## config.mk

```make
export PLATFORM = sky130hd
export DESIGN_NAME = bpfa_byte_unit
export DESIGN_NICKNAME = d
export VERILOG_FILES = /design/src/rtl/core/bpfa_pkg.sv /design/src/rtl/core/bpfa_byte_unit.sv
export SDC_FILE = /design/constraint.sdc
export NUM_CORES = 1
export LEC_CHECK = 0
export ABC_AREA = 0
export BUFFER_PORTS_ARGS = -buffer_cell sky130_fd_sc_hd__buf_2
export CORE_UTILIZATION = 50
export DETAILED_ROUTE_END_ITERATION = 6
export GPL_ROUTABILITY_DRIVEN = 0
export PLACE_DENSITY = 0.66
export RECOVER_POWER = 50
export SLEW_MARGIN = 20
export SYNTH_ARGS = -nofsm -noshare
export SYNTH_HDL_FRONTEND = slang
export SYNTH_SLANG_ARGS = --single-unit
```

## constraint.sdc

```tcl
create_clock -name vclk -period 10.55
set_input_delay 1.5825 -clock vclk [all_inputs]
set_output_delay 1.5825 -clock vclk [all_outputs]
set_load 0.02 [all_outputs]
```

## src/rtl/core/bpfa_pkg.sv

```systemverilog
// Shared types, codes and constants of the bitmap page frame allocator.
package bpfa_pkg;

   // Frame numbers and region bounds derived from 32-bit byte addresses.
   localparam int CMP_W = 22;
   localparam int COUNT_W = 17;
   localparam logic [COUNT_W-1:0] COUNT_MAX = '1;

   localparam int FRAME_COUNT_DEFAULT = 65536;
   localparam int LOW_RESERVED_DEFAULT = 256;

   localparam logic [2:0] ACT_RELEASE = 3'd0;
   localparam logic [2:0] ACT_RESERVE = 3'd1;
   localparam logic [2:0] ACT_CLOSE   = 3'd2;
   localparam logic [2:0] ACT_ALLOC   = 3'd3;
   localparam logic [2:0] ACT_FREE    = 3'd4;

   localparam logic [3:0] ST_OK           = 4'd0;
   localparam logic [3:0] ST_NOT_READY    = 4'd1;
   localparam logic [3:0] ST_UNALIGNED    = 4'd2;
   localparam logic [3:0] ST_OUT_OF_RANGE = 4'd3;
   localparam logic [3:0] ST_LOW_RESERVED = 4'd4;
   localparam logic [3:0] ST_DOUBLE_FREE  = 4'd5;
   localparam logic [3:0] ST_OUT_OF_MEM   = 4'd6;
   localparam logic [3:0] ST_NO_MEMORY    = 4'd7;
   localparam logic [3:0] ST_SETUP_CLOSED = 4'd8;

   typedef struct packed {
      logic [7:0] mask;
      logic [3:0] count;
      logic [2:0] first;
      logic [2:0] low_bit;
   } unit_result_type;

endpackage

```

## src/rtl/core/bpfa_byte_unit.sv

```systemverilog
// Shared per-byte unit: selects the frames of one bitmap byte that an action changes.
module bpfa_byte_unit (
   input  logic [2:0]                    mode,
   input  logic [7:0]                    data,
   input  logic [bpfa_pkg::CMP_W-1:0]    base,
   input  logic [bpfa_pkg::CMP_W-1:0]    lo,
   input  logic [bpfa_pkg::CMP_W-1:0]    hi,
   input  logic [bpfa_pkg::CMP_W-1:0]    low_res,
   output bpfa_pkg::unit_result_type     res
);

   always_comb begin
      logic [bpfa_pkg::CMP_W-1:0] f;
      logic                       in_range;
      res = '0;
      for (int k = 0; k < 8; k++) begin
         f = base + bpfa_pkg::CMP_W'(k);
         in_range = (f >= lo) && (f < hi);
         if (mode == bpfa_pkg::ACT_RELEASE) begin
            res.mask[k] = in_range && (f >= low_res) && !data[k];
         end else if (mode == bpfa_pkg::ACT_RESERVE) begin
            res.mask[k] = in_range && data[k];
         end else begin
            res.mask[k] = 1'b0;
         end
         res.count = res.count + 4'(res.mask[k]);
      end
      for (int k = 7; k >= 0; k--) begin
         if (res.mask[k]) begin
            res.first = 3'(k);
         end
         if (data[k]) begin
            res.low_bit = 3'(k);
         end
      end
   end

endmodule

```

[After elaboration in Yosys (flattened, before gate mapping)]
Index checks and enable logic that the tools add are counted.
W data, S select, Z words.
Word-level totals
  bits in registers: 0
  output and inout port bits: 18
  logic and storage cells: 112
Cells by class
  add/sub/neg operators: 14
  order comparisons: 24
  equal/unequal tests: 1
  mux-type cells: 32
  reductions and logical operators: 41
Operators by type and width (number)
  $ge A22 B22 Y1: 16
  $lt A22 B22 Y1: 8
  $add A22 B3 Y22 const B: 4
  $mux W3: 16
  $add A22 B2 Y22 const B: 2
  $logic_and A1 B1 Y1: 32
  $add A22 B1 Y22 const B: 1
  $add A4 B1 Y4: 4
  $mux W1: 16
  $logic_not A1 Y1: 8
  $add A3 B1 Y4: 1
  $add A2 B1 Y3: 1
  $eq A3 B1 Y1 const B: 1
  $logic_not A3 Y1: 1
  $add A1 B1 Y2: 1

[Logic depth before layout (Yosys ltp)]
Gate-level depths: netlist of the first run.
  depth after elaboration: 14
  depth in mapped cells: 24

[Worst setup path after synthesis of the first run]
No wires, ideal clock.
  path kind: input -> output
  start point: input port base[3] in the netlist's numbering
  end point: output port res[8] in the netlist's numbering
  arrival: 7.488 ns
  setup slack: 1.480 ns
  cell stages on the path: 23
  path buffers: 2
  path through: buf_2 -> and2_1 -> clkbuf_1 -> nand2_1 -> nor4_1 -> nand2_1 -> xnor2_1 -> ha_1 -> a21o_1 -> a211oi_1 -> nand2_1 -> a211o_1 -> nand3_1 -> nand4_1 -> nor3_1 -> inv_1 -> fa_1 -> fa_1 -> inv_1 -> fa_1 -> ha_1 -> fa_1 -> xor2_1
RTL lines
  start, declared: RTL line bpfa_byte_unit.sv:5  | input logic [bpfa_pkg::CMP_W-1:0] base,
  end, declared: RTL line bpfa_byte_unit.sv:9  | output bpfa_pkg::unit_result_type res

==> results of run 1 <==
-- layer usage --
layer	vias up	global-route usage	wire (um)
li1	6590	-	-
met1	6468	0.512	21900
met2	893	0.614	22500
met3	195	0.0605	5640
met4	0	0.188	3400
met5	-	0	0
-- cells in the final DEF, fill, tap and decap left out, types with 7 or more instances in the layout --
cell,instances
ha_1,507
a21oi_1,152
nand2_1,140
buf_2,112
nor2_1,110
a21o_1,91
inv_1,89
o21ai_0,79
xnor2_1,73
nand4_1,61
xor2_1,61
nor3_1,40
nand3_1,37
a211oi_1,30
nor2b_1,17
o211ai_1,15
a31oi_1,13
buf_4,10
and3_1,9
a211o_1,9
o2111ai_1,9
nor4_1,8
a2111oi_0,8
nand2b_1,7
-- cell type report --
| cell class | instances | area [um^2] |
|---|---|---|
| inverters | 90 | 339 |
| repair buffers | 127 | 654 |
| multi-input cells | 1569 | 12800 |
| fillers | 2543 | 11800 |
| well taps | 335 | 419 |
-- stage by stage --
step                       util  area (um^2)
final                     0.546        14200
after global routing      0.546        14200
after CTS                 0.547        14200
after detailed placement  0.547        14200
after global placement    0.546        14200
after floorplan               -        13300
-- power by group --
part,switching [mW],internal [mW]
clock network,0,0
registers,0,0
logic,0.422,0.245
-- worst max-delay path: stages --
cell and delay (ns):
clkbuf_1 0.76, ha_1 0.49, a21oi_1 0.28, nor2_1 0.43, nand2_1 0.17, xnor2_1 0.34
ha_1 0.33, a21oi_1 0.16, nand2_1 0.08, a2111oi_2 0.46, o21ai_1 0.12, or4_4 0.47
nor4_1 0.76, inv_1 0.16, fa_1 0.57, inv_1 0.05, fa_1 0.44, ha_1 0.22
fa_1 0.38, xor2_1 0.16, buf_2 0.18
-- cell families after synthesis --
family | synth area share
buffers and inverters | 0.0349
and+or+nand+nor | 0.170
AOI/OAI and AO/OA | 0.223
xor gates and xnor gates | 0.0884
adders and majority gates | 0.484
-- final timing paths --
| path | endpoint | from | cells past startpoint | slack (ns) |
|---|---|---|---|---|
| setup / recovery | res[8] | base[0] | 21 | 0.35 |
| hold / removal | res[0] | data[0] | 3 | 3.50 |
==> results.py, run 1 <==
metrics = {
    "floorplan": {
        "die_h_um": 165,
        "start_util": 0.510,
        "row_count": 59,
        "dieArea_um2": 27200,
        "io_pins": 117,
        "fp.dieW_um": 165,
        "core_area_um2": 26100,
    },
    "pwr": {
        "power_leakage_nw": 7.42,
        "ir_drop_v": 0.0000353,
        "power_uw": 667,
        "p_per_area_nw_per_um2": 46.9,
    },
    "timing": {
        "tightest_slew_ns": 1.12,
        "rsz0062_at_grt": "no",
        "setup_ws_ns": 0.352,
        "fin_crit_sh": 0.967,
        "slew_violations": 0,
        "hold_ws_ns": 3.50,
        "clock.fmax_mhz": 98.1,
        "post-route-min-period_ns": 10.20,
        "fin_tns_setup_ns": 0,
        "finalHoldViolCount": 0,
        "slew_headroom": 0.231,
        "setup_violations": 0,
    },
    "cells_and_area": {
        "layout-drive-gt1-share": 0.0795,
        "n_sequential_cell": 0,
        "seq_area_um2": 0,
        "clock_buffers": 0,
        "nNetsFinal": 2398,
        "areaGrowthSynthToFinish_pct": 7.08,
        "final_cells": 2121,
        "antenna_cells": 0,
    },
    "worst_setup_path": {
        "cp.arrival_ns": 8.62,
        "critPathKind": "in -> out",
        "worstPathRequired_ns": 8.97,
        "crit_fanout": 15,
        "end_kind": "primary output",
        "cp-start-kind": "input pin",
    },
    "detailed_routing": {
        "wl_per_cell_um": 25.2,
        "ant_nets": 0,
        "dr.pass1.iters": 7,
        "drcViolationCount": 0,
        "num_vias": 14100,
        "drt-initial-drc-count": 1645,
        "wirelength_um": 53400,
        "viasPerCell": 6.67,
    },
    "clock_network": {
        "cts_setup_buffers": 0,
        "hold_buffers": 0,
        "cts_resized": 0,
    },
    "grt": {
        "grt_pass1_wl_um": 79200,
        "overflow": 0,
        "grt_usage": 0.389,
        "grt_max_degree": 19,
        "antenna_found_initial": 0,
        "grt_pass1_vias": 12900,
    },
    "synthesis": {
        "yosysUniqueCellTypes": 68,
        "syn_area_um2": 13300,
        "yosysWarnings": 0,
        "synth_cells": 1689,
        "syn_nets": 2299,
        "synth.most_common_cell": "ha_1",
        "ys_seq_area_frac": 0,
        "synth_common_cells": "507 x ha_1, 152 x a21oi_1, 140 x nand2_1, 110 x nor2_1, 91 x a21o_1",
        "synth_top_area_cell": "ha_1",
        "yosysTopAreaCellShare": 0.478,
        "synthTopCellsByArea": "ha_1 48%, a21oi_1 5.7%, a21o_1 5.1%, xnor2_1 4.8%, xor2_1 4.0%",
        "syn_area_per_cell_um2": 7.86,
    },
    "placed_design": {
        "pre_cts_slack_ns": 0.737,
        "dpl.hpwl_um": 43900,
        "portBuffers": 117,
        "post-place-cells": 2121,
    },
    "job": {
        "max-cap-violations": 0,
    },
    "worst_hold_path": {
        "min_path_type": "in -> out",
    },
    "outcome": {
        "status": "complete, no violations",
    },
}
Note: power is estimated with default switching activity, not from simulation.
==> inputs of run 2 (changes only) <==
- clock period: 10.55 -> 11.03 ns (I/O delays scaled with it)
==> run 2 against run 1 <==
  * The flow now finishes with violations (capacitance limit, slew limit)
  * Sequential share of layout area unchanged
  * Sequential cell count is the same
  * Non-clock buffer count down 3
  * Utilization shrank 0.14 points
  * Critical endpoint unchanged
  * Largest cell class unchanged
  * Highest routed layer unchanged
==> results.py, run 2 (synthesis gave the netlist of run 1 again) <==
metrics = {
    "floorplan": {
        "row_count": 59,
        "io_pins": 117,
        "die_h_um": 165,
        "fp.dieW_um": 165,
        "core_area_um2": 26100,
        "dieArea_um2": 27200,
        "start_util": 0.510,
    },
    "timing": {
        "fin_tns_setup_ns": 0,
        "clock.fmax_mhz": 93.6,
        "tightest_slew_ns": 1.59,
        "fin_crit_sh": 0.968,
        "rsz0062_at_grt": "no",
        "slew_headroom": -0.0891,
        "post-route-min-period_ns": 10.68,
        "finalHoldViolCount": 0,
        "slew_violations": 5,
        "setup_violations": 0,
    },
    "worst_setup_path": {
        "crit_fanout": 15,
        "crit_path_max_incr_delay_ns": 1.11,
        "critPathKind": "in -> out",
        "setup.worst_path.start": "base[0]",
        "crit_slowest_cell": "a2111oi_0",
        "cp-start-kind": "input pin",
        "end_kind": "primary output",
        "worstPathRequired_ns": 9.38,
        "cp.arrival_ns": 9.02,
        "crit_chain": "clkbuf_1 > ha_1 > a21oi_1 > nor2_1 > nand2_1 > xnor2_1 > ha_1 > a21oi_1 > nand2_1 > a2111oi_0 > o21ai_1 > or4_4 > nor4_4 > inv_1 > fa_1 > inv_1 > fa_1 > ha_1 > fa_1 > xor2_1 > buf_2",
    },
    "placed_design": {
        "post-place-cells": 2118,
        "dpl_cell_area_um2": 14200,
        "portBuffers": 117,
        "dpl.hpwl_um": 43700,
    },
    "cells_and_area": {
        "multi_input_area_um2": 12800,
        "clock_buffers": 0,
        "n_sequential_cell": 0,
        "areaGrowthSynthToFinish_pct": 6.81,
        "n_fill_cell": 2554,
        "final_cells": 2121,
        "final_area_um2": 14200,
        "mostFrequentLayoutCells": "507 x ha_1, 152 x a21oi_1, 140 x nand2_1",
        "layout-drive-gt1-share": 0.0763,
        "nNetsFinal": 2395,
        "seq_area_um2": 0,
        "layout_commonest_cell": "ha_1",
    },
    "grt": {
        "grt_pass1_wl_um": 78700,
        "grt_usage": 0.387,
        "overflow": 0,
        "antenna_found_initial": 3,
        "grt_pass1_vias": 13200,
        "grt_max_degree": 19,
    },
    "clock_network": {
        "cts_setup_buffers": 0,
        "cts_resized": 0,
        "hold_buffers": 0,
    },
    "outcome": {
        "status": "finished with violations",
        "violations": "capacitance limit, slew limit",
    },
    "detailed_routing": {
        "drt-initial-drc-count": 1378,
        "drcViolationCount": 0,
        "wl_per_cell_um": 25.1,
        "num_vias": 14100,
        "viasPerCell": 6.64,
        "wirelength_um": 53200,
        "dr.pass1.iters": 6,
        "ant_nets": 0,
    },
    "worst_hold_path": {
        "min_from": "data[0]",
        "min_path_type": "in -> out",
    },
    "job": {
        "max-cap-violations": 1,
    },
}
## run 2: worst paths after layout
path / to / slack [ns] / cells after the start
worst max-delay path: res[8] / 0.35 / 21
worst min-delay path: res[0] / 3.65 / 3
## run 2: metal layers
layer  global-route usage  up-vias  share of wire
met5                    0        -              0
met4                0.208        0          0.064
met3               0.0653      178           0.10
met2                0.611      833           0.42
met1                0.497     6474           0.41
li1                     -     6593              -
## run 2: layout make-up
type | instances | area share
diodes | 3 | 0.000529
multi-input cells | 1569 | 0.902
repair buffers | 124 | 0.0444
well taps | 335 | 0.0295
inverters | 90 | 0.0239
## run 2: metrics by stage
stage	utilization	hold slack [ns]	setup slack [ns]
after floorplan	-	3.39	1.82
after global placement	0.545	3.64	1.07
after detailed placement	0.545	3.65	0.980
after CTS	0.545	3.65	0.939
after global routing	0.544	3.70	0.225
final	0.544	3.65	0.352
## run 2: critical path: cells and delay by family
kind                       cells  cell delay, ns
AOI/OAI and AO/OA              4            1.74
xor gates and xnor gates       2            0.49
adders and majority gates      6            2.44
buffers and inverters          4            1.16
and+or+nand+nor                5            1.52
